File: config.mk
export PLATFORM = sky130hd
export DESIGN_NAME = shpd_div
export DESIGN_NICKNAME = d
export VERILOG_FILES = /design/src/rtl/core/shpd_pkg.sv /design/src/rtl/core/shpd_div.sv
export SDC_FILE = /design/constraint.sdc
export NUM_CORES = 1
export LEC_CHECK = 0
export BUFFER_PORTS_ARGS = -buffer_cell sky130_fd_sc_hd__buf_2
export CAP_MARGIN = 25
export CORE_UTILIZATION = 63
export DETAILED_ROUTE_END_ITERATION = 7
export PLACE_DENSITY = 0.88
export SETUP_SLACK_MARGIN = 0.1
export SLEW_MARGIN = 0
export SYNTH_ARGS = -nofsm -noshare
export SYNTH_HDL_FRONTEND = slang
export SYNTH_SLANG_ARGS = --single-unit
File: constraint.sdc
create_clock -name clk -period 4.86 [get_ports clk]
set_input_delay 0.486 -clock clk [delete_from_list [all_inputs] [get_ports clk]]
set_output_delay 0.486 -clock clk [all_outputs]
set_load 0.02 [all_outputs]
File: src/rtl/core/shpd_pkg.sv
// Shared constants, types and the CORDIC arctangent table.
`timescale 1ns / 1ps
package shpd_pkg;

  localparam int HALF_CYCLE_SAMPLES = 1024;
  localparam int MAX_RISE           = 512;
  localparam int SKEW_STEPS         = 32;

  localparam int SKEW_W = 5;
  localparam int POS_W  = 10;
  localparam int OP_W   = 2;
  localparam int OUT_W  = 16;

  localparam int D_STEPS   = SKEW_STEPS - 1;
  localparam int RISE_STEP = MAX_RISE - 1;
  localparam int FULL_SPAN = HALF_CYCLE_SAMPLES * D_STEPS;

  localparam int RATIO_W  = 15;   // num and den
  localparam int FRAC_W   = 16;   // u, Q0.16
  localparam int DIV_BITS = FRAC_W;

  localparam int CORDIC_ITERS = 24;
  localparam int CW           = 34; // CORDIC datapath, signed Q2.30 with headroom
  localparam int MAG_W        = 31;
  localparam int PROD_W       = 46;

  localparam logic [30:0] Q30_HALF_PI  = 31'd1686629713;
  localparam logic [30:0] Q30_GAIN_INV = 31'd652032874;
  localparam logic [30:0] Q30_ONE      = 31'd1073741824;
  localparam logic [14:0] FULL_SCALE   = 15'd32767;

  localparam logic [OP_W-1:0] OP_SINE = 2'd0;
  localparam logic [OP_W-1:0] OP_TRI  = 2'd1;
  localparam logic [OP_W-1:0] OP_SAW  = 2'd2;

  typedef struct packed {
    logic            vld;
    logic            rise;
    logic [OP_W-1:0] op;
  } tag_t;

  function automatic logic [CW-1:0] atan_q30(input int i);
    logic [CW-1:0] v;
    case (i)
      0:  v = 34'h03243F6A8;
      1:  v = 34'h01DAC6705;
      2:  v = 34'h00FADBAFC;
      3:  v = 34'h007F56EA6;
      4:  v = 34'h003FEAB76;
      5:  v = 34'h001FFD55B;
      6:  v = 34'h000FFFAAA;
      7:  v = 34'h0007FFF55;
      8:  v = 34'h0003FFFEA;
      9:  v = 34'h0001FFFFD;
      10: v = 34'h0000FFFFF;
      11: v = 34'h00007FFFF;
      12: v = 34'h00003FFFF;
      13: v = 34'h00001FFFF;
      14: v = 34'h00000FFFF;
      15: v = 34'h000007FFF;
      16: v = 34'h000003FFF;
      17: v = 34'h000001FFF;
      18: v = 34'h000000FFF;
      19: v = 34'h0000007FF;
      20: v = 34'h0000003FF;
      21: v = 34'h0000001FF;
      22: v = 34'h0000000FF;
      23: v = 34'h00000007F;
      default: v = '0;
    endcase
    return v;
  endfunction

endpackage

File: src/rtl/core/shpd_div.sv
// Restoring divider, one quotient bit per pipeline stage.
`timescale 1ns / 1ps
module shpd_div (
  input  logic                         clk,
  input  logic                         rst_n,
  input  logic                         adv,
  input  shpd_pkg::tag_t               tag_i,
  input  logic [shpd_pkg::RATIO_W-1:0] num_i,
  input  logic [shpd_pkg::RATIO_W-1:0] den_i,
  output shpd_pkg::tag_t               tag_o,
  output logic [shpd_pkg::FRAC_W-1:0]  u_o
);
  import shpd_pkg::*;

  tag_t               tag_s [0:DIV_BITS];
  logic [RATIO_W-1:0] rem_s [0:DIV_BITS];
  logic [RATIO_W-1:0] den_s [0:DIV_BITS];
  logic [FRAC_W-1:0]  q_s   [0:DIV_BITS];

  assign tag_s[0] = tag_i;
  assign rem_s[0] = num_i;
  assign den_s[0] = den_i;
  assign q_s[0]   = '0;

  for (genvar g = 0; g < DIV_BITS; g++) begin : g_stage
    logic [RATIO_W:0]   sh;
    logic               ge;
    tag_t               tag_r;
    logic [RATIO_W-1:0] rem_r, den_r;
    logic [FRAC_W-1:0]  q_r;

    assign sh = {rem_s[g], 1'b0};
    assign ge = sh >= {1'b0, den_s[g]};

    always_ff @(posedge clk) begin
      if (!rst_n) begin
        tag_r.vld <= 1'b0;
      end else if (adv) begin
        tag_r.vld <= tag_s[g].vld;
      end
    end

    always_ff @(posedge clk) begin
      if (adv) begin
        tag_r.rise <= tag_s[g].rise;
        tag_r.op   <= tag_s[g].op;
        rem_r      <= ge ? RATIO_W'(sh - {1'b0, den_s[g]}) : RATIO_W'(sh);
        den_r      <= den_s[g];
        q_r        <= {q_s[g][FRAC_W-2:0], ge};
      end
    end

    assign tag_s[g+1] = tag_r;
    assign rem_s[g+1] = rem_r;
    assign den_s[g+1] = den_r;
    assign q_s[g+1]   = q_r;
  end

  assign tag_o = tag_s[DIV_BITS];
  assign u_o   = q_s[DIV_BITS];
endmodule

==> impl_metrics.env <==
export IMPL_outcome="complete, no violations"
export IMPL_leakage_nw=14.9
export IMPL_fin_crit_sh=0.732
export IMPL_r2r_start="g_stage[5].rem_r[0]$_SDFFCE_PN0P_"
export IMPL_postCtsResizedCells=0
export IMPL_setup_viol=0
export IMPL_clkTransAtPathRegs_ns=0.06
export IMPL_skew_ns=0.0143
export IMPL_hold_viol=0
export IMPL_utilization=0.704
export IMPL_min_path_cells=1
export IMPL_cts_path_max_buffers=3
export IMPL_drcViolationCount=0
export IMPL_grt_util_all_layers=0.257
export IMPL_chipHeight_microns=234
export IMPL_crit_path_max_incr_delay_ns=0.49
export IMPL_ff2ff_path_depth=8
export IMPL_grt_pass1_vias=22400
export IMPL_ys_ff_latch=650
export IMPL_place_congestion=0.967
export IMPL_power_density_mw_per_mm2=646
export IMPL_slew_violations=0
export IMPL_min_to="g_stage[0].tag_r[0]$_DFFE_PP_"
export IMPL_async_flop_share=0
export IMPL_ys_seq_area_frac=0.572
export IMPL_synth_area_leader_cell="edfxtp_1"
export IMPL_hold_class="in2reg"
export IMPL_rsz0062_at_grt="no"
export IMPL_drt_wl_total_microns=69300
export IMPL_final_cells=3570
export IMPL_diodes=0
export IMPL_combPwrFrac=0.413
export IMPL_met3_wirelength_microns=3330
export IMPL_dieArea_sq_mm=0.0547
export IMPL_cpMaxStageDelayCell="fa_1"
export IMPL_synthCells=2734
export IMPL_ios=57
export IMPL_route_met2_wl_microns=36200
export IMPL_root_buffer="clkbuf_16"
export IMPL_fin_crit_ns=3.56
export IMPL_max_slew_margin=0.310
export IMPL_synth_cell_types=77
export IMPL_layout_drive_gt1_share=0.111
export IMPL_nets=3125
export IMPL_hpwl_microns=49100
export IMPL_r2r_slack_ns=1.30
export IMPL_synth_area_sq_mm=0.0339
export IMPL_cp_end_kind="flop"
export IMPL_antenna_found_initial=0
export IMPL_h_tree_depth=3
export IMPL_power_frac_seq=0.368
export IMPL_max_freq_ghz=0.281
export IMPL_arrival_ns=3.90
export IMPL_yosys_cell_count_top_type="edfxtp_1"
export IMPL_worst_slew_pin_slew_ns=1.03
export IMPL_switchingPower_mw=8.39
export IMPL_grt_max_degree=126
export IMPL_cts_sinks=650
export IMPL_ir_worst_vdd_mv=0.333
export IMPL_crit_start="g_stage[5].rem_r[0]$_SDFFCE_PN0P_"
export IMPL_p_int_mw=15.7
export IMPL_grt_pass1_wl_microns=111000
export IMPL_tritoncts="yes"
export IMPL_seq_area_sq_mm=0.0194
export IMPL_multi_input_area_sq_mm=0.0132
export IMPL_yosys_top_cells_count="edfxtp_1, inv_1, ha_1, a21oi_1, nor2_1"
export IMPL_top_layer="met4"
export IMPL_hp_start="tag_i[0]"
export IMPL_synth_edf_count=634
export IMPL_grt_overflow=0
export IMPL_fill_cells=3451
export IMPL_post_cts_buffers=0
export IMPL_worstReg2RegEnd="g_stage[6].rem_r[4]$_DFFE_PP_"
export IMPL_critPathKind="reg2reg"
export IMPL_detail_route_antenna_nets=0
export IMPL_cp_num_buf_inv=1
export IMPL_crit_required_ns=5.20
export IMPL_ys_flop_type="edfxtp_1"
export IMPL_cp_cell_sequence="fa_1 -> a21o_1 -> a221oi_1 -> a21oi_1 -> o31ai_1 -> a21o_1 -> inv_1 -> mux2_2"
export IMPL_cp_top_family="compound AO/OA/AOI/OAI gates"
export IMPL_syn_area_per_cell_sq_um=12.4
export IMPL_critPathMaxFanout=14
export IMPL_portBuffers=56
export IMPL_cap_violations=0
export IMPL_met1Wirelength_microns=26800
export IMPL_syn2layout_area_growth_pct=9.96
export IMPL_dpl_cell_count=3450
export IMPL_vias=22100
export IMPL_post_drt_via_cell_ratio=6.20
export IMPL_critPathLaunchType="flop"
export IMPL_tns_ns=0
export IMPL_drtIter0Drc=1780
export IMPL_yosysWarnings=0
export IMPL_clock_latency_ns=0.60
export IMPL_dieWidth_microns=234
export IMPL_drt_wirelength_per_cell_microns=19.4
export IMPL_cts_hold_buf=0
export IMPL_synth_area_leaders="edfxtp_1, ha_1, mux2_2, inv_1, a21oi_1"
export IMPL_initial_core_util=0.641
export IMPL_crit_top_cell="a21o_1"
export IMPL_syn_num_nets=3025
export IMPL_rows=84
export IMPL_clkPwrFrac=0.219
export IMPL_cts_buffers=69
export IMPL_synth_top_area_share=0.562
export IMPL_swShare=0.348
export IMPL_first_pass_iters=6
export IMPL_fp_coreArea_sq_mm=0.0529
==> worst reg2reg max path, cell delays in order, from the launching register on <==
cell	delay, ns
edfxtp_1	0.44
fa_1	0.49
a21o_1	0.22
a221oi_1	0.44
a21oi_1	0.27
o31ai_1	0.37
a21o_1	0.46
inv_1	0.30
mux2_2	0.34
==> cell usage in the layout, fill, tap and decap left out, types with 11 or more instances in the layout <==
cell,instances
edfxtp_1,634
inv_1,286
ha_1,239
a21oi_1,176
nor2_1,159
o21ai_0,150
mux2_2,120
nand2_1,110
xnor2_1,84
a21o_1,72
clkbuf_16,70
buf_2,55
xor2_1,54
nor3_1,45
nor2b_1,42
nand2b_1,42
o21a_1,41
a211oi_1,40
a31oi_1,29
nand4_1,28
nand3_1,28
mux2i_1,20
a21boi_0,19
or3_1,18
o31ai_1,18
dfxtp_1,16
and2_1,15
fa_1,15
a2111oi_0,14
and3_1,13
o211ai_1,13
a31o_2,13
o21bai_1,12
o22ai_1,11
clkbuf_1,11
clkinv_2,11
==> cells by family (layout without fill, tap and decap cells) <==
family | count (synthesis) | in the layout | share of synthesized area
AOI/OAI and AO/OA | 686 | 686 | 0.132
xor gates and xnor gates | 138 | 138 | 0.0357
adders and majority gates | 254 | 254 | 0.0972
buffers and inverters | 327 | 475 | 0.0379
DFF | 650 | 650 | 0.572
muxes | 145 | 145 | 0.0480
and+or+nand+nor | 534 | 534 | 0.0777
==> layout make-up <==
type / count / area share
multi-input cells: 1757 / 0.356
repair buffers: 70 / 0.0123
clock buffers: 83 / 0.0489
well taps: 688 / 0.0231
inverters: 286 / 0.0288
flip-flops and latches: 650 / 0.520
clock inverters: 36 / 0.0115
==> stage by stage <==
step	cell area [sq um]	hold WS, ns	setup slack, ns	power (mW)
after floorplan	33900	0.400	1.90	16.3
after global placement	35000	0.400	1.42	18.0
after detailed placement	35000	0.405	1.32	18.6
after CTS	37200	0.0247	1.34	24.0
after global routing	37200	0.0281	1.11	25.4
final	37200	0.0637	1.30	24.1
==> routing by layer <==
metal	up-vias	track usage
li1	10400	-
met1	10700	0.293
met2	807	0.469
met3	223	0.0398
met4	0	0.121
met5	-	0
==> power by group through the flow <==
| stage | Clock [mW] | Combinational [mW] | Sequential [mW] |
|---|---|---|---|
| floorplan | 0 | 7.69 | 8.59 |
| global placement | 0 | 9.10 | 8.90 |
| detailed placement | 0 | 9.62 | 8.95 |
| CTS | 5.35 | 9.80 | 8.85 |
| global route | 5.56 | 10.9 | 8.97 |
| finish | 5.26 | 9.95 | 8.87 |
==> sequential cells by signal, summed over array words and instances (netlist names) <==
name           count
g_stage.rem_r    225
g_stage.den_r    225
g_stage.q_r      120
u_o               16
tag_o              4
g_stage.tag_r     60
==> how the worst max path moves through the flow <==
stage / cells after the start / end
3_5_place_dp: 10 / g_stage[0].rem_r[11]$_DFFE_PP_
5_1_grt: 8 / g_stage[6].rem_r[4]$_DFFE_PP_
3_3_place_gp: 8 / g_stage[3].rem_r[1]$_DFFE_PP_
2_1_floorplan: 10 / g_stage[0].rem_r[10]$_DFFE_PP_
4_1_cts: 8 / g_stage[6].rem_r[4]$_DFFE_PP_
6_report: 8 / g_stage[6].rem_r[4]$_DFFE_PP_
Power figures use the tool's default switching activity.
