**src/rtl/core/shpd_pkg.sv**
```systemverilog
// Shared constants, types and the CORDIC arctangent table.
`timescale 1ns / 1ps
package shpd_pkg;

  localparam int HALF_CYCLE_SAMPLES = 1024;
  localparam int MAX_RISE           = 512;
  localparam int SKEW_STEPS         = 32;

  localparam int SKEW_W = 5;
  localparam int POS_W  = 10;
  localparam int OP_W   = 2;
  localparam int OUT_W  = 16;

  localparam int D_STEPS   = SKEW_STEPS - 1;
  localparam int RISE_STEP = MAX_RISE - 1;
  localparam int FULL_SPAN = HALF_CYCLE_SAMPLES * D_STEPS;

  localparam int RATIO_W  = 15;   // num and den
  localparam int FRAC_W   = 16;   // u, Q0.16
  localparam int DIV_BITS = FRAC_W;

  localparam int CORDIC_ITERS = 24;
  localparam int CW           = 34; // CORDIC datapath, signed Q2.30 with headroom
  localparam int MAG_W        = 31;
  localparam int PROD_W       = 46;

  localparam logic [30:0] Q30_HALF_PI  = 31'd1686629713;
  localparam logic [30:0] Q30_GAIN_INV = 31'd652032874;
  localparam logic [30:0] Q30_ONE      = 31'd1073741824;
  localparam logic [14:0] FULL_SCALE   = 15'd32767;

  localparam logic [OP_W-1:0] OP_SINE = 2'd0;
  localparam logic [OP_W-1:0] OP_TRI  = 2'd1;
  localparam logic [OP_W-1:0] OP_SAW  = 2'd2;

  typedef struct packed {
    logic            vld;
    logic            rise;
    logic [OP_W-1:0] op;
  } tag_t;

  function automatic logic [CW-1:0] atan_q30(input int i);
    logic [CW-1:0] v;
    case (i)
      0:  v = 34'h03243F6A8;
      1:  v = 34'h01DAC6705;
      2:  v = 34'h00FADBAFC;
      3:  v = 34'h007F56EA6;
      4:  v = 34'h003FEAB76;
      5:  v = 34'h001FFD55B;
      6:  v = 34'h000FFFAAA;
      7:  v = 34'h0007FFF55;
      8:  v = 34'h0003FFFEA;
      9:  v = 34'h0001FFFFD;
      10: v = 34'h0000FFFFF;
      11: v = 34'h00007FFFF;
      12: v = 34'h00003FFFF;
      13: v = 34'h00001FFFF;
      14: v = 34'h00000FFFF;
      15: v = 34'h000007FFF;
      16: v = 34'h000003FFF;
      17: v = 34'h000001FFF;
      18: v = 34'h000000FFF;
      19: v = 34'h0000007FF;
      20: v = 34'h0000003FF;
      21: v = 34'h0000001FF;
      22: v = 34'h0000000FF;
      23: v = 34'h00000007F;
      default: v = '0;
    endcase
    return v;
  endfunction

endpackage

```
**src/rtl/core/shpd_scale.sv**
```systemverilog
// Waveform select, scale by full range, round half to even, apply sign.
`timescale 1ns / 1ps
module shpd_scale (
  input  logic                           clk,
  input  logic                           rst_n,
  input  logic                           adv,
  input  shpd_pkg::tag_t                 tag_i,
  input  logic [shpd_pkg::FRAC_W-1:0]    u_i,
  input  logic signed [shpd_pkg::CW-1:0] x_i,
  input  logic signed [shpd_pkg::CW-1:0] y_i,
  output logic                           vld_r,
  output logic [shpd_pkg::OUT_W-1:0]     val_r
);
  import shpd_pkg::*;

  logic signed [CW-1:0] comp;
  logic [MAG_W-1:0]     mag;
  logic [FRAC_W:0]      u_inv;
  logic                 sel30_nxt, neg_nxt, zero_nxt;

  logic                 pvld_r, sel30_r, neg_r, zero_r;
  logic [PROD_W-1:0]    prod_r;

  logic [OUT_W-1:0]     q, res;
  logic                 up;

  // first stage: magnitude and product
  always_comb begin
    comp      = tag_i.rise ? y_i : x_i;
    u_inv     = (FRAC_W+1)'(1 << FRAC_W) - (FRAC_W+1)'(u_i);
    sel30_nxt = 1'b0;
    neg_nxt   = 1'b0;
    zero_nxt  = 1'b0;
    mag       = '0;
    case (tag_i.op)
      OP_SINE: begin
        sel30_nxt = 1'b1;
        if (comp[CW-1])                     mag = '0;
        else if (comp > CW'(Q30_ONE))       mag = Q30_ONE;
        else                                mag = MAG_W'(comp);
      end
      OP_TRI: begin
        mag = tag_i.rise ? MAG_W'(u_i) : MAG_W'(u_inv);
      end
      OP_SAW: begin
        mag     = tag_i.rise ? MAG_W'(u_inv) : MAG_W'(u_i);
        neg_nxt = tag_i.rise;
      end
      default: begin
        zero_nxt = 1'b1;
      end
    endcase
  end

  always_ff @(posedge clk) begin
    if (!rst_n) begin
      pvld_r <= 1'b0;
      vld_r  <= 1'b0;
    end else if (adv) begin
      pvld_r <= tag_i.vld;
      vld_r  <= pvld_r;
    end
  end

  always_ff @(posedge clk) begin
    if (adv) begin
      prod_r  <= PROD_W'(mag) * PROD_W'(FULL_SCALE);
      sel30_r <= sel30_nxt;
      neg_r   <= neg_nxt;
      zero_r  <= zero_nxt;
    end
  end

  // second stage: round half to even
  always_comb begin
    if (sel30_r) begin
      q  = OUT_W'(prod_r >> 30);
      up = prod_r[29] && ((prod_r[28:0] != '0) || q[0]);
    end else begin
      q  = OUT_W'(prod_r >> 16);
      up = prod_r[15] && ((prod_r[14:0] != '0) || q[0]);
    end
    res = q + OUT_W'(up);
    if (neg_r)  res = OUT_W'(-res);
    if (zero_r) res = '0;
  end

  always_ff @(posedge clk) begin
    if (adv) begin
      val_r <= res;
    end
  end
endmodule

```
**config.mk**
```make
export PLATFORM = sky130hd
export DESIGN_NAME = shpd_scale
export DESIGN_NICKNAME = d
export VERILOG_FILES = /design/src/rtl/core/shpd_pkg.sv /design/src/rtl/core/shpd_scale.sv
export SDC_FILE = /design/constraint.sdc
export NUM_CORES = 1
export LEC_CHECK = 0
export BUFFER_PORTS_ARGS = -buffer_cell sky130_fd_sc_hd__buf_2
export CAP_MARGIN = 30
export CORE_MARGIN = 4
export CORE_UTILIZATION = 63
export CTS_CLUSTER_SIZE = 20
export DETAILED_ROUTE_END_ITERATION = 12
export PLACE_DENSITY = 0.83
export SLEW_MARGIN = 20
export SYNTH_ARGS = -nofsm -noshare
export SYNTH_HDL_FRONTEND = slang
export SYNTH_SLANG_ARGS = --single-unit
```
**constraint.sdc**
```tcl
create_clock -name clk -period 11.1 [get_ports clk]
set_input_delay 1.11 -clock clk [delete_from_list [all_inputs] [get_ports clk]]
set_output_delay 1.11 -clock clk [all_outputs]
set_load 0.01 [all_outputs]
```
==> results.sh, run 1 <==
export IMPL_clock_path_buffers=2
export IMPL_first_pass_iters=6
export IMPL_setup_viol=0
export IMPL_worst_path_buf_inv=3
export IMPL_ys_flop_type="edfxtp_1"
export IMPL_final_seq_area_sq_um=1992
export IMPL_grt_max_degree=68
export IMPL_cts_tree="built"
export IMPL_fill_cells=1511
export IMPL_diodes=0
export IMPL_status="completed"
export IMPL_dpl_hpwl_um=25670
export IMPL_slew_headroom_pct=31.97
export IMPL_async_flop_share_pct=0
export IMPL_synthesis_area_sq_um=12890
export IMPL_ys_seq_area_share_pct=15.45
export IMPL_die_x_um=151.0
export IMPL_avgViaCountPerCell=5.915
export IMPL_clock_fmax_mhz=103.0
export IMPL_vias=9677
export IMPL_grt_usage_pct=26.56
export IMPL_drive_gt1_share_pct=10.98
export IMPL_first_iter_violations=609
export IMPL_synth_most_common_cell="inv_1"
export IMPL_cpMaxStageDelayCell="a311oi_1"
export IMPL_yosys_cell_types_count=73
export IMPL_synth_common_cells="inv_1 (220), fa_1 (218), ha_1 (116)"
export IMPL_synth_seq_cells=67
export IMPL_cts_setup_buffers=0
export IMPL_fin_tns_setup_ns=0
export IMPL_max_cap_viol_count=0
export IMPL_endpoint_kind="flop"
export IMPL_initial_core_util_pct=63.91
export IMPL_worstMarginPinSlew_ns=1.018
export IMPL_synthTopCellsByArea="fa_1 (34%), edfxtp_1 (15%), ha_1 (11%)"
export IMPL_worstSetupPathType="in -> reg"
export IMPL_drc=0
export IMPL_io_pins=108
export IMPL_rows=52
export IMPL_grt_setup_unrepaired="no"
export IMPL_ant_nets=0
export IMPL_cts_max_level=3
export IMPL_multiInputGateArea_sq_um=9957
export IMPL_avgSynthCellArea_sq_um=10.19
export IMPL_root_buffer="clkbuf_16"
export IMPL_synth_warnings=0
export IMPL_start_kind="primary input"
export IMPL_crit_family="adder cells"
export IMPL_finalHoldViolCount=0
export IMPL_syn_nets=1690
export IMPL_synth_top_cell_area_share_pct=33.86
export IMPL_synth_edf_count=65
export IMPL_hold_buffers=0
export IMPL_place_congestion=0.9515
export IMPL_port_buffers=107
export IMPL_cpPeakStageDelay_ns=0.63
export IMPL_cp_arrival_ns=9.80
export IMPL_drt_wl_total_um=29390
export IMPL_cts_made_buffers=9
export IMPL_design_core_area_sq_um=20170
export IMPL_finClkSkew_ns=0.005083
export IMPL_fin_nets=1787
export IMPL_crit_required_ns=11.19
export IMPL_grt_pass1_vias=9721
export IMPL_routedWlPerCell_um=17.96
export IMPL_cts_resized=0
export IMPL_min_delay_path_class="reg -> reg"
export IMPL_die_area_sq_um=22810
export IMPL_area_growth_pct=8.436
export IMPL_synthCells=1265
export IMPL_grt_ovfl_total=0
export IMPL_critPathMaxFanout=7
export IMPL_antenna_found_initial=2
export IMPL_grt_pass1_wl_um=47580
export IMPL_drv_slew=0
export IMPL_fin_crit_ns=9.705
export IMPL_synth_top_cell_by_area="fa_1"
export IMPL_clk_pin_slew_ns=0.05
export IMPL_finalCritPeriodShare_pct=87.44
export IMPL_clkSinkCount=67
export IMPL_clk_latency_ns=0.33
export IMPL_cp_common_cell="fa_1"
export IMPL_die_h_um=151.0
[per-stage QoR]
step           cells  setup slack, ns  hold slack (ns)  util, %  cell area [sq um]
2_1_floorplan   1265            2.436           0.4824        -              12890
3_3_place_gp    1620            1.228           0.4966    67.82              13680
3_5_place_dp    1620            1.160           0.5135    67.82              13680
4_1_cts         1635            1.502           0.5257    69.26              13970
5_1_grt         1636           0.8991           0.5526    69.30              13980
6_report        1636            1.395           0.5242    69.30              13980
[logic make-up after synthesis]
| group | Yosys count | synth area share [%] |
|---|---|---|
| adder cells (fa/ha/maj) | 334 | 45.12 |
| AND/OR/NAND/NOR | 263 | 10.77 |
| buffers and inverters | 246 | 7.300 |
| AO/OA/AOI/OAI | 231 | 12.41 |
| XOR/XNOR | 77 | 5.232 |
| flip-flops | 67 | 15.45 |
| multiplexers | 47 | 3.718 |
[cell usage in the layout (no fill, tap or decap), types with 4 or more instances in the layout]
| cell | instances |
|---|---|
| o21ai_0 | 46 |
| or3_1 | 7 |
| nor2_1 | 58 |
| o22ai_1 | 4 |
| a22o_1 | 7 |
| nand2_1 | 52 |
| nor3_1 | 19 |
| or2_2 | 7 |
| and2_1 | 5 |
| edfxtp_1 | 65 |
| fa_1 | 218 |
| nand3_1 | 21 |
| inv_1 | 220 |
| nand2b_1 | 11 |
| a22oi_1 | 9 |
| nor4_1 | 25 |
| mux2i_1 | 40 |
| o211ai_1 | 5 |
| xor2_1 | 34 |
| buf_4 | 4 |
| buf_2 | 107 |
| a211oi_1 | 6 |
| a21oi_1 | 47 |
| a211o_1 | 4 |
| a21o_1 | 41 |
| nand4_1 | 18 |
| xnor2_1 | 43 |
| nor2b_1 | 7 |
| a221oi_1 | 4 |
| clkbuf_16 | 9 |
| o21bai_1 | 7 |
| mux2_2 | 7 |
| and4_1 | 5 |
| a31oi_1 | 10 |
| and3_1 | 9 |
| ha_1 | 116 |
[worst paths after layout]
path                            depth (start not counted)                 endpoint            startpoint  slack, ns
worst min-delay path                                    2       vld_r$_SDFFE_PN0P_    vld_r$_SDFFE_PN0P_       0.52
worst max register to register                         14  val_r[13]$_SDFFCE_PP0P_  prod_r[16]$_DFFE_PP_       7.00
worst max-delay path                                   27     prod_r[43]$_DFFE_PP_                u_i[0]       1.39
worst min register to register                          2       vld_r$_SDFFE_PN0P_    vld_r$_SDFFE_PN0P_       0.52
[routing by layer]
| layer | global-route usage, % | up-vias | share of wire (%) |
|---|---|---|---|
| met1 | 37.24 | 4714 | 44 |
| met2 | 43.40 | 368 | 47 |
| li1 | - | 4548 | - |
| met4 | 6.573 | 2 | 1.8 |
| met3 | 4.728 | 45 | 6.9 |
| met5 | 0 | - | 0.068 |
[area by class of cell]
class / count / share of cell area, %
Clock buffer: 9 / 1.611
Timing Repair Buffer: 112 / 4.100
Multi-Input combinational cell: 952 / 71.24
Tap cell: 270 / 2.417
Clock inverter: 6 / 0.4744
Sequential cell: 67 / 14.25
Inverter: 220 / 5.908
[tightest hold or removal path, stage by stage, from the launching register on]
cell and delay, ns:
dfxtp_1 0.30, mux2i_1 0.11, nor2b_1 0.06
[registers in the layout, indices dropped and copies added, names as in the netlist]
name	count
prod_r	46
vld_r	1
zero_r	1
val_r	16
sel30_r	1
neg_r	1
pvld_r	1
Power of run 1 is left out: the tool's default activity adds up to more than one toggle a clock period on the data nets, which glitch-free logic cannot reach.
==> run 2: changes to the inputs <==
- CORE_UTILIZATION: 63 -> 65
- GPL_TIMING_DRIVEN: default -> 0
- PLACE_DENSITY: 0.83 -> 0.86
- clock period: 11.1 -> 11.9 ns (I/O delays scaled with it)
==> run 2 against run 1 <==
Net effect: register-to-register slack improved by 0.80 ns; final cell count rose by 1.1%; hold slack got worse by 0.014 ns; clock-buffer cell count rose by 1; core utilization rose by 3.1 points; worst setup slack improved by 0.60 ns; critical path depth rose by 1; critical endpoint unchanged; die area fell by 2.9%; first-iteration DRC count rose by 14%; clock skew rose by 0.0030 ns.
==> results.sh, run 2 (synthesis results as in run 1) <==
export IMPL_place_congestion=0.9749
export IMPL_fin_crit_ns=9.905
export IMPL_die_x_um=148.8
export IMPL_status="completed"
export IMPL_clk_pin_slew_ns=0.06
export IMPL_drc=0
export IMPL_crit_family="adder cells"
export IMPL_worstSetupPathType="in -> reg"
export IMPL_layout_commonest_cell="inv_1"
export IMPL_grt_ovfl_total=0
export IMPL_initial_core_util_pct=66.23
export IMPL_area_growth_pct=9.299
export IMPL_drv_slew=0
export IMPL_r2r_start="sel30_r$_DFFE_PP_"
export IMPL_critPathMaxFanout=7
export IMPL_antenna_found_initial=1
export IMPL_cts_max_level=3
export IMPL_worst_path_buf_inv=4
export IMPL_endpoint_kind="flop"
export IMPL_slew_headroom_pct=45.31
export IMPL_cts_setup_buffers=0
export IMPL_cpMaxStageDelayCell="a311oi_1"
export IMPL_first_pass_iters=5
export IMPL_dpl_hpwl_um=26560
export IMPL_ant_nets=0
export IMPL_clk_latency_ns=0.33
export IMPL_finClkSkew_ns=0.008061
export IMPL_io_pins=108
export IMPL_cts_tree="built"
export IMPL_timing_hold_ws_ns=0.5102
export IMPL_multiInputGateArea_sq_um=9957
export IMPL_drt_wl_total_um=30200
export IMPL_grt_max_degree=68
export IMPL_start_kind="primary input"
export IMPL_drive_gt1_share_pct=10.80
export IMPL_rows=51
export IMPL_vias=9889
export IMPL_hold_buffers=0
export IMPL_port_buffers=107
export IMPL_routedWlPerCell_um=18.26
export IMPL_die_area_sq_um=22150
export IMPL_largestRegisters="prod_r: 46 flops, val_r: 16 flops"
export IMPL_final_seq_area_sq_um=1992
export IMPL_first_iter_violations=695
export IMPL_root_buffer="clkbuf_16"
export IMPL_clkSinkCount=67
export IMPL_largest_register="prod_r"
export IMPL_clock_path_buffers=2
export IMPL_finalHoldViolCount=0
export IMPL_finalCritPeriodShare_pct=83.23
export IMPL_grt_usage_pct=28.49
export IMPL_setup_viol=0
export IMPL_cp_startpoint="u_i[0]"
export IMPL_grt_setup_unrepaired="no"
export IMPL_cts_resized=0
export IMPL_cp_common_cell="fa_1"
export IMPL_crit_required_ns=12.00
export IMPL_cts_made_buffers=9
export IMPL_grt_pass1_vias=10160
export IMPL_grt_pass1_wl_um=50110
export IMPL_diodes=0
export IMPL_min_delay_path_class="reg -> reg"
export IMPL_max_cap_viol_count=0
export IMPL_layout_common_cells="inv_1 (220), fa_1 (218), ha_1 (116), buf_2 (109), edfxtp_1 (65)"
export IMPL_largest_reg_flops=46
export IMPL_fin_tns_setup_ns=0
export IMPL_cpPeakStageDelay_ns=0.70
export IMPL_die_h_um=148.8
export IMPL_avgViaCountPerCell=5.979
export IMPL_design_core_area_sq_um=19460
export IMPL_fill_cells=1396
export IMPL_worstMarginPinSlew_ns=0.8148
export IMPL_clock_fmax_mhz=101.0
export IMPL_cp_arrival_ns=10.00
export IMPL_min_from="vld_r$_SDFFE_PN0P_"
export IMPL_fin_nets=1809
-- run 2: metrics by stage --
stage          instance area, sq um  std cells  util (%)  setup slack, ns
6_report                      14090       1654     72.39            1.995
5_1_grt                       14090       1654     72.39            1.392
3_5_place_dp                  13760       1638     70.72            1.730
4_1_cts                       14090       1654     72.39            2.072
2_1_floorplan                 12890       1265         -            3.156
3_3_place_gp                  13760       1637     70.68            1.775
-- run 2: cell type report --
class	instances	share of cell area, %
multi-input combinational	952	70.68
sequential	67	14.14
inverter	220	5.861
timing repair buffer	108	3.854
tap	265	2.353
clock buffer	10	1.625
buffer	26	0.8170
clock inverter	6	0.6750
-- run 2: worst min-delay path, delay by kind of cell, from the launching register on --
family / cells / cell delay (ns)
simple gates: 1 / 0.10
mux: 1 / 0.06
flops: 1 / 0.32
-- run 2: worst paths after layout --
kind / endpoint / slack [ns] / depth (start not counted)
max: prod_r[43]$_DFFE_PP_ / 2.00 / 28
min: vld_r$_SDFFE_PN0P_ / 0.51 / 2
min reg2reg: vld_r$_SDFFE_PN0P_ / 0.51 / 2
max reg2reg: val_r[13]$_SDFFCE_PP0P_ / 7.80 / 15
-- run 2: layer usage --
layer / part of all wire [%] / GRT usage [%]
met5: 0.043 / 0
met4: 2.6 / 7.780
met3: 6.1 / 3.069
met2: 49 / 48.06
met1: 42 / 39.84
Power of run 2 is left out for the same reason.
