===== config.mk =====
export PLATFORM = sky130hd
export DESIGN_NAME = shpd_prep
export DESIGN_NICKNAME = d
export VERILOG_FILES = /design/src/rtl/core/shpd_pkg.sv /design/src/rtl/core/shpd_prep.sv
export SDC_FILE = /design/constraint.sdc
export NUM_CORES = 1
export LEC_CHECK = 0
export BUFFER_PORTS_ARGS = -buffer_cell sky130_fd_sc_hd__clkbuf_2
export CORE_UTILIZATION = 35
export CTS_CLUSTER_SIZE = 12
export DETAILED_ROUTE_END_ITERATION = 8
export PLACE_DENSITY = 0.57
export RECOVER_POWER = 100
export SYNTH_ARGS = -nofsm -noshare
export SYNTH_HDL_FRONTEND = slang
export SYNTH_SLANG_ARGS = --single-unit

===== constraint.sdc =====
create_clock -name clk -period 7.85 [get_ports clk]
set_clock_uncertainty 0.2 [all_clocks]
set_input_delay 1.1775 -clock clk [delete_from_list [all_inputs] [get_ports clk]]
set_output_delay 1.1775 -clock clk [all_outputs]
set_load 0.01 [all_outputs]

===== src/rtl/core/shpd_pkg.sv =====
// Shared constants, types and the CORDIC arctangent table.
`timescale 1ns / 1ps
package shpd_pkg;

  localparam int HALF_CYCLE_SAMPLES = 1024;
  localparam int MAX_RISE           = 512;
  localparam int SKEW_STEPS         = 32;

  localparam int SKEW_W = 5;
  localparam int POS_W  = 10;
  localparam int OP_W   = 2;
  localparam int OUT_W  = 16;

  localparam int D_STEPS   = SKEW_STEPS - 1;
  localparam int RISE_STEP = MAX_RISE - 1;
  localparam int FULL_SPAN = HALF_CYCLE_SAMPLES * D_STEPS;

  localparam int RATIO_W  = 15;   // num and den
  localparam int FRAC_W   = 16;   // u, Q0.16
  localparam int DIV_BITS = FRAC_W;

  localparam int CORDIC_ITERS = 24;
  localparam int CW           = 34; // CORDIC datapath, signed Q2.30 with headroom
  localparam int MAG_W        = 31;
  localparam int PROD_W       = 46;

  localparam logic [30:0] Q30_HALF_PI  = 31'd1686629713;
  localparam logic [30:0] Q30_GAIN_INV = 31'd652032874;
  localparam logic [30:0] Q30_ONE      = 31'd1073741824;
  localparam logic [14:0] FULL_SCALE   = 15'd32767;

  localparam logic [OP_W-1:0] OP_SINE = 2'd0;
  localparam logic [OP_W-1:0] OP_TRI  = 2'd1;
  localparam logic [OP_W-1:0] OP_SAW  = 2'd2;

  typedef struct packed {
    logic            vld;
    logic            rise;
    logic [OP_W-1:0] op;
  } tag_t;

  function automatic logic [CW-1:0] atan_q30(input int i);
    logic [CW-1:0] v;
    case (i)
      0:  v = 34'h03243F6A8;
      1:  v = 34'h01DAC6705;
      2:  v = 34'h00FADBAFC;
      3:  v = 34'h007F56EA6;
      4:  v = 34'h003FEAB76;
      5:  v = 34'h001FFD55B;
      6:  v = 34'h000FFFAAA;
      7:  v = 34'h0007FFF55;
      8:  v = 34'h0003FFFEA;
      9:  v = 34'h0001FFFFD;
      10: v = 34'h0000FFFFF;
      11: v = 34'h00007FFFF;
      12: v = 34'h00003FFFF;
      13: v = 34'h00001FFFF;
      14: v = 34'h00000FFFF;
      15: v = 34'h000007FFF;
      16: v = 34'h000003FFF;
      17: v = 34'h000001FFF;
      18: v = 34'h000000FFF;
      19: v = 34'h0000007FF;
      20: v = 34'h0000003FF;
      21: v = 34'h0000001FF;
      22: v = 34'h0000000FF;
      23: v = 34'h00000007F;
      default: v = '0;
    endcase
    return v;
  endfunction

endpackage


===== src/rtl/core/shpd_prep.sv =====
// Ratio set-up stage: rise test, numerator and denominator.
`timescale 1ns / 1ps
module shpd_prep (
  input  logic                         clk,
  input  logic                         rst_n,
  input  logic                         adv,
  input  logic                         in_vld,
  input  logic [shpd_pkg::SKEW_W-1:0]  skew,
  input  logic [shpd_pkg::POS_W-1:0]   pos,
  input  logic [shpd_pkg::OP_W-1:0]    op,
  output shpd_pkg::tag_t               tag_r,
  output logic [shpd_pkg::RATIO_W-1:0] num_r,
  output logic [shpd_pkg::RATIO_W-1:0] den_r
);
  import shpd_pkg::*;

  logic [RATIO_W-1:0] rn, sd;
  logic               rise;
  tag_t               tag_nxt;
  logic [RATIO_W-1:0] num_nxt, den_nxt;

  always_comb begin
    rn      = RATIO_W'(D_STEPS) + RATIO_W'(skew) * RATIO_W'(RISE_STEP);
    sd      = RATIO_W'(pos) * RATIO_W'(D_STEPS);
    rise    = sd < rn;
    num_nxt = rise ? sd : sd - rn;
    den_nxt = rise ? rn : RATIO_W'(FULL_SPAN) - rn;
    tag_nxt = '{vld: in_vld, rise: rise, op: op};
  end

  always_ff @(posedge clk) begin
    if (!rst_n) begin
      tag_r.vld <= 1'b0;
    end else if (adv) begin
      tag_r.vld <= tag_nxt.vld;
    end
  end

  always_ff @(posedge clk) begin
    if (adv) begin
      tag_r.rise <= tag_nxt.rise;
      tag_r.op   <= tag_nxt.op;
      num_r      <= num_nxt;
      den_r      <= den_nxt;
    end
  end
endmodule


==> results of run 1 <==
## layer usage
metal	up-vias	global-route usage	routed length (µm)
met1	1597	0.1985	4356
met5	-	0	0
met3	10	0.02794	368
met4	0	0.02944	87
li1	1715	-	-
met2	72	0.2454	4261
## critical path, stage by stage
cell,delay [ns]
sky130_fd_sc_hd__clkbuf_1,0.31
sky130_fd_sc_hd__fa_1,0.59
sky130_fd_sc_hd__fa_1,0.58
sky130_fd_sc_hd__inv_1,0.05
sky130_fd_sc_hd__ha_1,0.23
sky130_fd_sc_hd__fa_1,0.44
sky130_fd_sc_hd__a21o_1,0.20
sky130_fd_sc_hd__a21oi_1,0.21
sky130_fd_sc_hd__nor2b_1,0.09
sky130_fd_sc_hd__o31a_1,0.29
sky130_fd_sc_hd__a21oi_1,0.29
sky130_fd_sc_hd__inv_1,0.08
sky130_fd_sc_hd__ha_1,0.26
sky130_fd_sc_hd__o41ai_1,0.65
sky130_fd_sc_hd__o211ai_1,0.19
sky130_fd_sc_hd__o211a_1,0.17
sky130_fd_sc_hd__o41a_1,0.54
sky130_fd_sc_hd__buf_4,0.29
sky130_fd_sc_hd__buf_4,0.19
sky130_fd_sc_hd__nor2_1,0.09
sky130_fd_sc_hd__a21oi_1,0.05
## kinds of logic after synthesis
group,count (synthesis),share of synthesized area
buffers and inverters,98,0.08580
adders and majority gates,97,0.3315
and+or+nand+nor,96,0.09503
AOI/OAI and AO/OA,93,0.1437
xor gates and xnor gates,51,0.1029
DFF,34,0.2258
muxes,6,0.01537
## cell type report
type | count | area [µm²]
clock buffer | 5 | 125.1
clock inverter | 3 | 40.04
fill | 1216 | 7212
inverter | 92 | 345.3
multi-input combinational | 343 | 3078
sequential | 34 | 1011
tap | 168 | 210.2
timing repair buffer | 56 | 240.2
## final timing paths
check	cells after the start	end	from
max	21	num_r[2]	skew[0]
min	2	tag_r[3]	tag_r[3]
max reg2reg	2	tag_r[3]	tag_r[3]
min reg2reg	2	tag_r[3]	tag_r[3]
## registers in the layout, summed over array words and instances (netlist names)
signal / cells
den_r: 15
num_r: 15
tag_r: 4
## cell usage after synthesis (all sizes together) (4+ instances only)
cell / number
a21o: 8
a21oi: 22
edfxtp: 33
fa: 36
ha: 61
inv: 92
mux2: 4
nand2: 23
nand3: 5
nor2: 42
nor2b: 8
nor3: 7
o2111ai: 4
o21a: 5
o21ai: 19
o41ai: 4
or3: 5
xnor2: 35
xor2: 15
## placed cells by master, fill, tap and decap left out, types with 3 or more instances in the layout
master                      synthesis  final
sky130_fd_sc_hd__clkbuf_16          0      5
sky130_fd_sc_hd__a21oi_1           21     21
sky130_fd_sc_hd__nor2_1            42     42
sky130_fd_sc_hd__a31oi_1            3      3
sky130_fd_sc_hd__nand2_1           23     23
sky130_fd_sc_hd__xor2_1            15     15
sky130_fd_sc_hd__o21a_1             5      5
sky130_fd_sc_hd__nor3_1             7      7
sky130_fd_sc_hd__o211ai_1           3      3
sky130_fd_sc_hd__nand3_1            5      5
sky130_fd_sc_hd__a21o_1             8      8
sky130_fd_sc_hd__edfxtp_1          33     33
sky130_fd_sc_hd__xnor2_1           35     35
sky130_fd_sc_hd__o2111ai_1          4      4
sky130_fd_sc_hd__mux2_2             3      3
sky130_fd_sc_hd__inv_1             92     92
sky130_fd_sc_hd__o41ai_1            4      4
sky130_fd_sc_hd__or3_1              5      5
sky130_fd_sc_hd__o31a_1             3      3
sky130_fd_sc_hd__o21ai_0           18     19
sky130_fd_sc_hd__nor2b_1            8      8
sky130_fd_sc_hd__clkbuf_1           3     36
sky130_fd_sc_hd__fa_1              36     36
sky130_fd_sc_hd__a21boi_0           3      3
sky130_fd_sc_hd__ha_1              61     61
sky130_fd_sc_hd__clkbuf_2           0     18
## per-stage QoR
stage	hold WS (ns)	cells
floorplan	0.3383	475
global placement	0.3002	693
detailed placement	0.3218	693
CTS	0.3400	701
global route	0.3527	701
finish	0.3301	701
==> metrics.csv, run 1 <==
stage,metric,value,unit
clock_network,CTS tree,yes,
synthesis,Avg Synthesized Cell Area,9.425,µm²
floorplanning,area of the core region,12260,µm²
floorplanning,height of the chip,115.1,µm
clock_network,hold buffer count at cts,0,
floorplanning,area of the die,13250,µm²
clock_network,clk sinks,34,
global_route,number of global-route vias before repair,3248,
sta,final count of hold timing violations,0,
detailed_routing,number of DRC violations after detailed-routing iteration 0,151,
detailed_routing,Post-Route WL,9073,µm
synthesis,part of the Yosys area used for sequential elements,0.2258,
clock_network,Clock transition at path regs,0.06,ns
setup_path,critical path class,primary input to flop,
detailed_routing,via count of the routed design,3394,
synthesis,count of flip-flops with a built-in enable after synthesis,33,
cells_and_area,post-route design area,5050,µm²
detailed_routing,count of unresolved DRC violations after routing,0,
place,area of placed instances,4933,µm²
setup_path,capturing element type of the critical path,flop,
cells_and_area,layout cells sized above 1,0.06942,
sta,Rel. slew slack,-0.2896,
setup_path,biggest fanout along the worst timing path,17,
synthesis,Yosys warning total,0,
detailed_routing,Vias per Instance,4.842,
outcome,status,"complete, but fails checks",
global_route,total grt overflow,0,
synthesis,post-synthesis sequential element count,34,
outcome,failing checks,"max-capacitance violations, max-slew violations",
sta,total negative setup slack,0,ns
sta,worst slew pin tran,1.934,ns
place,number of I/O port buffers,54,
synthesis,top cells by area in the synthesized netlist,"sky130_fd_sc_hd__edfxtp_1, sky130_fd_sc_hd__ha_1, sky130_fd_sc_hd__fa_1",
floorplanning,initial standard-cell utilization of the core,0.3651,
place,weighted congestion at the end of routability-driven global placement,0.8215,
place,Setup WS pre-CTS,0.4773,ns
clock_network,number of CTS-inserted buffers,5,
worst_hold_path,class of the tightest hold or removal check,flop to flop,
detailed_routing,Routed Antenna Nets,0,
sta,unrepaired setup endpoints after global routing,no,
clock_network,clock buffer depth,2,
clock_network,Root Buffer Master,sky130_fd_sc_hd__clkbuf_16,
synthesis,"Top FF cell, synth",sky130_fd_sc_hd__edfxtp_1,
floorplanning,horizontal extent of the die,115.1,µm
place,placed wire-length estimate after detailed placement,7468,µm
setup_path,data arrival time of the worst path,6.98,ns
synthesis,portion of synthesized cell area occupied by the leading cell type,0.2214,
synthesis,library cell with the largest summed area after synthesis,sky130_fd_sc_hd__edfxtp_1,
sta,# setup viols final,0,
floorplanning,standard-cell rows,40,
detailed_routing,number of optimization iterations in the first detailed-route pass,5,
clock_network,number of gates resized after CTS,0,
cells_and_area,utilization after layout,0.4118,
setup_path,R2R Setup Slk,7.03,ns
synthesis,proportion of synthesized flip-flops having asynchronous set or reset,0,
cells_and_area,area growth from synthesis to layout,12.80,%
setup_path,kind of start point of the critical path,primary input,
cells_and_area,number of diodes,0,
setup_path,WP data required,7.68,ns
sta,count of final max-slew check failures,35,
clock_network,H-tree depth,2,
detailed_routing,wire length per cell,12.94,µm
floorplanning,I/O pins,55,
global_route,antenna violations before repair,0,
global_route,maximum number of pins on one net before global-route repair,35,
synthesis,number of unique standard cell types used by synthesis,54,
sta,maximum clock frequency,0.1399,GHz
synthesis,Synth Net Count,593,
synthesis,area of the mapped netlist,4477,µm²
synthesis,synthesized netlist cell count,475,
clock_network,setup bufs post-CTS,0,
flow_run,# Max-Cap Violations,1,
cells_and_area,# nets final,650,
sta,fin crit share,0.9105,
global_route,wire length of the first global-routing pass,15240,µm
clock_network,later-pin clock latency in the skew report,0.28,ns
global_route,total global-route track usage,0.1469,
sta,clock period minus final worst setup slack,7.148,ns
sta,worst setup slack after layout,0.7024,ns
Power of run 1 is not shown: default switching activity piles up to over one toggle a cycle in this logic, so the estimate is an artifact.
==> run 2: changes to the inputs <==
--- a/config.mk
+++ b/config.mk
@@ -5,11 +5,12 @@
 export SDC_FILE = /design/constraint.sdc
 export NUM_CORES = 1
 export LEC_CHECK = 0
+export ABC_AREA = 1
 export BUFFER_PORTS_ARGS = -buffer_cell sky130_fd_sc_hd__clkbuf_2
 export CORE_UTILIZATION = 35
 export CTS_CLUSTER_SIZE = 12
 export DETAILED_ROUTE_END_ITERATION = 8
-export PLACE_DENSITY = 0.57
+export PLACE_DENSITY = 0.56
 export RECOVER_POWER = 100
 export SYNTH_ARGS = -nofsm -noshare
 export SYNTH_HDL_FRONTEND = slang
==> run 2 against run 1 <==
Effect of this change: critical path type unchanged; non-clock buffer count decreased by 2; register-to-register slack got worse by 0.12 ns; setup slack improved by 0.53 ns; core utilization decreased by 0.93 points; highest routed layer unchanged; routed wire length increased by 11%; the run still ends with max-capacitance violations, max-slew violations left; critical path depth increased by 3; synthesized cell count increased by 27%.
==> metrics.csv, run 2 <==
stage,metric,value,unit,change
clock_network,CTS tree,yes,,unchanged
floorplanning,height of the chip,118.8,µm,was 115.1 µm
floorplanning,I/O pins,55,,unchanged
cells_and_area,most common library cell in the layout ignoring fill and taps,sky130_fd_sc_hd__nand2_1,,was sky130_fd_sc_hd__inv_1
floorplanning,initial standard-cell utilization of the core,0.3603,,was 0.3651
sta,total negative setup slack,0,ns,unchanged
sta,count of final max-slew check failures,36,,was 35
setup_path,R2R Setup Slk,6.91,ns,was 7.03 ns
setup_path,data arrival time of the worst path,6.48,ns,was 6.98 ns
synthesis,most instantiated cells after synthesis,"sky130_fd_sc_hd__nand2_1, sky130_fd_sc_hd__inv_1, sky130_fd_sc_hd__ha_1, sky130_fd_sc_hd__fa_1, sky130_fd_sc_hd__edfxtp_1",,"was sky130_fd_sc_hd__inv_1, sky130_fd_sc_hd__ha_1, sky130_fd_sc_hd__nor2_1, sky130_fd_sc_hd__fa_1, sky130_fd_sc_hd__xnor2_1"
synthesis,proportion of synthesized flip-flops having asynchronous set or reset,0,,unchanged
setup_path,slowest stage cell on the critical path,sky130_fd_sc_hd__fa_1,,was sky130_fd_sc_hd__o41ai_1
synthesis,top cells by area in the synthesized netlist,"sky130_fd_sc_hd__edfxtp_1, sky130_fd_sc_hd__ha_1, sky130_fd_sc_hd__fa_1",,unchanged
clock_network,hold buffer count at cts,0,,unchanged
outcome,failing checks,"max-capacitance violations, max-slew violations",,unchanged
synthesis,Yosys warning total,0,,unchanged
detailed_routing,via count of the routed design,3821,,was 3394
detailed_routing,number of DRC violations after detailed-routing iteration 0,131,,was 151
cells_and_area,area growth from synthesis to layout,11.72,%,was 12.80%
sta,final count of hold timing violations,0,,unchanged
setup_path,WP data required,7.71,ns,was 7.68 ns
floorplanning,horizontal extent of the die,118.8,µm,was 115.1 µm
cells_and_area,layout cells sized above 1,0.06061,,was 0.06942
global_route,maximum number of pins on one net before global-route repair,49,,was 35
clock_network,Root Buffer Master,sky130_fd_sc_hd__clkbuf_16,,unchanged
global_route,wire length of the first global-routing pass,17600,µm,was 15240 µm
clock_network,later-pin clock latency in the skew report,0.27,ns,was 0.28 ns
setup_path,biggest fanout along the worst timing path,48,,was 17
sta,clock period minus final worst setup slack,6.617,ns,was 7.148 ns
flow_run,# Max-Cap Violations,1,,unchanged
cells_and_area,fill cell count,1386,,was 1216
setup_path,reg-to-reg critical path startpoint,tag_r[3],,unchanged
synthesis,synthesized netlist cell count,604,,was 475
worst_hold_path,class of the tightest hold or removal check,flop to flop,,unchanged
synthesis,part of the Yosys area used for sequential elements,0.2119,,was 0.2258
sta,unrepaired setup endpoints after global routing,no,,unchanged
floorplanning,area of the core region,13240,µm²,was 12260 µm²
worst_hold_path,end point of the most critical hold path,tag_r[3],,unchanged
setup_path,crit path launch,pos[4],,was skew[0]
setup_path,kind of start point of the critical path,primary input,,unchanged
synthesis,number of unique standard cell types used by synthesis,35,,was 54
sta,Rel. slew slack,-0.2931,,was -0.2896
place,number of I/O port buffers,54,,unchanged
detailed_routing,count of unresolved DRC violations after routing,0,,unchanged
floorplanning,area of the die,14100,µm²,was 13250 µm²
synthesis,count of flip-flops with a built-in enable after synthesis,33,,unchanged
sta,worst slew pin tran,1.940,ns,was 1.934 ns
synthesis,cell with the most instances after synthesis,sky130_fd_sc_hd__nand2_1,,was sky130_fd_sc_hd__inv_1
outcome,status,"complete, but fails checks",,unchanged
clock_network,number of gates resized after CTS,0,,unchanged
place,weighted congestion at the end of routability-driven global placement,0.8292,,was 0.8215
worst_hold_path,cell depth of the worst hold path,2,,unchanged
sta,fin crit share,0.8429,,was 0.9105
worst_hold_path,worst min-delay path startpoint,tag_r[3],,unchanged
clock_network,setup bufs post-CTS,0,,unchanged
detailed_routing,wire length per cell,12.03,µm,was 12.94 µm
setup_path,cell count of the worst reg-to-reg path,2,,unchanged
synthesis,library cell with the largest summed area after synthesis,sky130_fd_sc_hd__edfxtp_1,,unchanged
setup_path,critical path class,primary input to flop,,unchanged
global_route,total global-route track usage,0.1539,,was 0.1469
setup_path,FF-to-FF End,tag_r[3],,unchanged
setup_path,series of cell instances along the critical path,clkbuf_1 -> inv_1 -> fa_1 -> inv_1 -> fa_1 -> inv_1 -> fa_1 -> inv_1 -> ha_1 -> nand2_1 -> nor4_1 -> nor2_1 -> o21ai_0 -> nand3_1 -> nand2_1 -> nand2_1 -> nand2_1 -> inv_1 -> ha_1 -> a21oi_1 -> nor2_1 -> a211oi_1 -> nand2_2 -> o21ai_0,,was clkbuf_1 -> fa_1 -> fa_1 -> inv_1 -> ha_1 -> fa_1 -> a21o_1 -> a21oi_1 -> nor2b_1 -> o31a_1 -> a21oi_1 -> inv_1 -> ha_1 -> o41ai_1 -> o211ai_1 -> o211a_1 -> o41a_1 -> buf_4 -> buf_4 -> nor2_1 -> a21oi_1
detailed_routing,Routed Antenna Nets,0,,unchanged
synthesis,area of the mapped netlist,4771,µm²,was 4477 µm²
detailed_routing,Post-Route WL,10060,µm,was 9073 µm
synthesis,Avg Synthesized Cell Area,7.899,µm²,was 9.425 µm²
synthesis,Synth Net Count,722,,was 593
sta,maximum clock frequency,0.1511,GHz,was 0.1399 GHz
place,placed wire-length estimate after detailed placement,8435,µm,was 7468 µm
cells_and_area,most frequent cells in the layout,"sky130_fd_sc_hd__nand2_1, sky130_fd_sc_hd__inv_1, sky130_fd_sc_hd__ha_1, sky130_fd_sc_hd__clkbuf_1, sky130_fd_sc_hd__fa_1",,"was sky130_fd_sc_hd__inv_1, sky130_fd_sc_hd__ha_1, sky130_fd_sc_hd__nor2_1, sky130_fd_sc_hd__fa_1, sky130_fd_sc_hd__clkbuf_1"
synthesis,portion of synthesized cell area occupied by the leading cell type,0.2077,,was 0.2214
synthesis,"Top FF cell, synth",sky130_fd_sc_hd__edfxtp_1,,unchanged
global_route,antenna violations before repair,0,,unchanged
setup_path,"most used cell, CP",sky130_fd_sc_hd__inv_1,,
clock_network,number of CTS-inserted buffers,5,,unchanged
sta,# setup viols final,0,,unchanged
clock_network,Clock transition at path regs,0.05,ns,was 0.06 ns
detailed_routing,number of optimization iterations in the first detailed-route pass,4,,was 5
cells_and_area,biggest registers after layout,"den_r: 15 flops, num_r: 15 flops, tag_r: 4 flops",,unchanged
detailed_routing,Vias per Instance,4.571,,was 4.842
global_route,number of global-route vias before repair,3884,,was 3248
global_route,total grt overflow,0,,unchanged
floorplanning,standard-cell rows,42,,was 40
clock_network,H-tree depth,2,,unchanged
clock_network,clock buffer depth,2,,unchanged
clock_network,clk sinks,34,,unchanged
synthesis,post-synthesis sequential element count,34,,unchanged
cells_and_area,# nets final,777,,was 650
setup_path,Critical Path Max Stage Delay,0.53,ns,was 0.65 ns
setup_path,capturing element type of the critical path,flop,,unchanged
cells_and_area,number of diodes,0,,unchanged
[run 2: cell type report]
| type | count | area (µm²) | share of cell area |
|---|---|---|---|
| Multi-Input combinational cell | 441 | 3241 | 0.6080 |
| Clock inverter | 3 | 45.04 | 0.008451 |
| Clock buffer | 5 | 125.1 | 0.02347 |
| Inverter | 123 | 464.2 | 0.08709 |
| Timing Repair Buffer | 54 | 224.0 | 0.04202 |
| Sequential cell | 34 | 1011 | 0.1897 |
| Tap cell | 176 | 220.2 | 0.04131 |
[run 2: critical path, delay by kind of cell]
family / cells / cell delay (ns)
buffers and inverters: 6 / 0.50
AO/OA/AOI/OAI: 4 / 1.28
AND/OR/NAND/NOR: 9 / 1.34
adder cells (fa/ha/maj): 5 / 2.16
[run 2: how the worst max path moves through the flow]
stage / to / slack, ns / cells after the start
6_report: num_r[6] / 1.23 / 24
2_1_floorplan: den_r[8] / 2.02 / 26
3_5_place_dp: num_r[2] / 1.01 / 25
5_1_grt: num_r[13] / 0.66 / 25
4_1_cts: num_r[6] / 1.29 / 24
3_3_place_gp: den_r[7] / 1.12 / 24
[run 2: per-layer routing]
metal,routed length [µm],GRT usage,up-vias
li1,-,-,2029
met1,5097,0.2102,1734
met2,4594,0.2580,51
met3,262,0.02075,7
met4,100,0.03244,0
met5,0,0,-
[run 2: stage by stage]
stage	hold slack (ns)	cells	cell area, µm²	worst slack, ns	utilization
2_1_floorplan	0.3553	604	4771	2.023	-
3_3_place_gp	0.3209	828	5206	1.124	0.3931
3_5_place_dp	0.3614	828	5206	1.012	0.3931
4_1_cts	0.3745	836	5376	1.293	0.4060
5_1_grt	0.4182	836	5330	0.6597	0.4025
6_report	0.3738	836	5330	1.233	0.4025
[run 2: cells by family after synthesis]
group / Yosys count / synth area share
fa+ha+maj: 97 / 0.3110
compound gates: 72 / 0.08366
flops: 34 / 0.2119
simple gates: 229 / 0.2056
xor+xnor: 43 / 0.07894
buf+inv: 129 / 0.1088
Power of run 2 is left out for the same reason.
==> run 3: changes to the inputs <==
==> constraint.sdc (replaced) <==
create_clock -name clk -period 6.5 [get_ports clk]
set_clock_uncertainty 0.2 [all_clocks]
set_input_delay 0.975 -clock clk [delete_from_list [all_inputs] [get_ports clk]]
set_output_delay 0.975 -clock clk [all_outputs]
set_load 0.01 [all_outputs]
==> run 3 against run 2 <==
Effect of this change: the run still ends with max-capacitance violations, max-slew violations left; cell count rose by 1.7%; sequential cell count did not move; hold slack got worse by 0.019 ns; clock-buffer cell count did not move; cell area rose by 2.3%; via count rose by 3.9%.
==> metrics.csv, run 3 (synthesis gave the netlist of run 2 again) <==
stage,metric,value,unit,change
cells_and_area,number of diodes,0,,unchanged
worst_hold_path,class of the tightest hold or removal check,flop to flop,,unchanged
place,weighted congestion at the end of routability-driven global placement,0.9054,,was 0.8292
sta,maximum clock frequency,0.1679,GHz,
setup_path,Critical Path Max Stage Delay,0.55,ns,was 0.53 ns
place,number of I/O port buffers,54,,unchanged
clock_network,Clock transition at path regs,0.06,ns,was 0.05 ns
sta,Rel. slew slack,-0.3410,,was -0.2931
cells_and_area,area growth from synthesis to layout,14.24,%,was 11.72%
detailed_routing,wire length per cell,12.38,µm,was 12.03 µm
outcome,failing checks,"max-capacitance violations, max-slew violations",,unchanged
detailed_routing,Vias per Instance,4.672,,was 4.571
clock_network,number of CTS-inserted buffers,5,,unchanged
global_route,antenna violations before repair,0,,unchanged
setup_path,kind of start point of the critical path,primary input,,unchanged
cells_and_area,biggest registers after layout,"den_r: 15 flops, num_r: 15 flops, tag_r: 4 flops",,unchanged
cells_and_area,most frequent cells in the layout,"sky130_fd_sc_hd__nand2_1, sky130_fd_sc_hd__inv_1, sky130_fd_sc_hd__ha_1, sky130_fd_sc_hd__clkbuf_1, sky130_fd_sc_hd__fa_1",,unchanged
clock_network,hold buffer count at cts,0,,unchanged
sta,count of final max-slew check failures,36,,unchanged
sta,total negative setup slack,0,ns,unchanged
sta,worst slew pin tran,2.012,ns,was 1.940 ns
detailed_routing,number of optimization iterations in the first detailed-route pass,4,,unchanged
worst_hold_path,cell depth of the worst hold path,2,,unchanged
setup_path,critical path class,primary input to flop,,unchanged
flow_run,# Max-Cap Violations,1,,unchanged
detailed_routing,count of unresolved DRC violations after routing,0,,unchanged
setup_path,data arrival time of the worst path,5.77,ns,was 6.48 ns
floorplanning,area of the die,14100,µm²,unchanged
clock_network,later-pin clock latency in the skew report,0.28,ns,was 0.27 ns
detailed_routing,Routed Antenna Nets,0,,unchanged
detailed_routing,Post-Route WL,10520,µm,was 10060 µm
global_route,wire length of the first global-routing pass,18100,µm,was 17600 µm
outcome,status,"complete, but fails checks",,unchanged
clock_network,clock buffer depth,2,,unchanged
setup_path,cell depth of the worst setup path,27,,was 24
floorplanning,standard-cell rows,42,,unchanged
setup_path,biggest fanout along the worst timing path,16,,was 48
clock_network,clk sinks,34,,unchanged
floorplanning,horizontal extent of the die,118.8,µm,unchanged
cells_and_area,layout cells sized above 1,0.07864,,was 0.06061
floorplanning,area of the core region,13240,µm²,unchanged
setup_path,capturing element type of the critical path,flop,,unchanged
setup_path,cell count of the worst reg-to-reg path,2,,unchanged
sta,unrepaired setup endpoints after global routing,no,,unchanged
detailed_routing,via count of the routed design,3971,,was 3821
floorplanning,initial standard-cell utilization of the core,0.3603,,unchanged
cells_and_area,most common library cell in the layout ignoring fill and taps,sky130_fd_sc_hd__nand2_1,,unchanged
sta,# setup viols final,0,,unchanged
global_route,maximum number of pins on one net before global-route repair,36,,was 49
global_route,total grt overflow,0,,unchanged
global_route,total global-route track usage,0.1577,,was 0.1539
setup_path,number of buffers and inverters on the critical path,8,,was 6
clock_network,H-tree depth,2,,unchanged
setup_path,slowest stage cell on the critical path,sky130_fd_sc_hd__fa_1,,unchanged
floorplanning,height of the chip,118.8,µm,unchanged
place,placed wire-length estimate after detailed placement,8780,µm,was 8435 µm
clock_network,Root Buffer Master,sky130_fd_sc_hd__clkbuf_16,,unchanged
detailed_routing,number of DRC violations after detailed-routing iteration 0,156,,was 131
sta,final count of hold timing violations,0,,unchanged
sta,fin crit share,0.9165,,
cells_and_area,# nets final,791,,was 777
sta,clock period minus final worst setup slack,5.957,ns,
cells_and_area,fill cell count,1381,,was 1386
global_route,number of global-route vias before repair,3872,,was 3884
setup_path,Top delay family on crit path,adder cells,,unchanged
clock_network,CTS tree,yes,,unchanged
setup_path,WP data required,6.31,ns,was 7.71 ns
floorplanning,I/O pins,55,,unchanged
[run 3: layout make-up]
class                      count  area, µm²  area share
clock buffer                   5      125.1     0.02296
clock inverter                 3      68.82     0.01263
inverter                     123      461.7     0.08471
multi-input combinational    442       3244      0.5953
sequential                    34       1011      0.1855
tap                          176      220.2     0.04040
timing repair buffer          67      319.1     0.05854
[run 3: through the flow]
step / setup slack [ns] / cell area [µm²] / hold WS, ns / util / cells
floorplan: 0.8752 / 4771 / 0.3553 / - / 604
global placement: 0.1859 / 5281 / 0.3226 / 0.3988 / 838
detailed placement: 0.09641 / 5281 / 0.3430 / 0.3988 / 838
CTS: 0.3755 / 5475 / 0.3562 / 0.4135 / 846
global route: 0.07439 / 5450 / 0.3898 / 0.4116 / 850
finish: 0.5428 / 5450 / 0.3552 / 0.4116 / 850
[run 3: path summary, 6_finish.rpt]
kind                            startpoint  endpoint  slack [ns]
worst max register to register    tag_r[3]  tag_r[3]        5.58
worst max-delay path                pos[4]  den_r[3]        0.54
worst min register to register    tag_r[3]  tag_r[3]        0.36
worst min-delay path              tag_r[3]  tag_r[3]        0.36
[run 3: worst min-delay path, cell delays in order (launching register included)]
cell	delay, ns
sky130_fd_sc_hd__dfxtp_1	0.31
sky130_fd_sc_hd__o21ai_0	0.16
sky130_fd_sc_hd__a21oi_1	0.04
[run 3: what timing repair did]
item | CTS | global route
setup endpoints to repair | 0 | 19
gates resized for setup | 0 | 1
setup buffers | 0 | 3
[run 3: metal layers]
layer | wire [µm] | global-route usage | up-vias
li1 | - | - | 2058
met1 | 5288 | 0.2200 | 1822
met2 | 4807 | 0.2595 | 78
met3 | 304 | 0.02317 | 13
met4 | 124 | 0.02927 | 0
met5 | 0 | 0 | -
Power of run 3 is left out for the same reason.
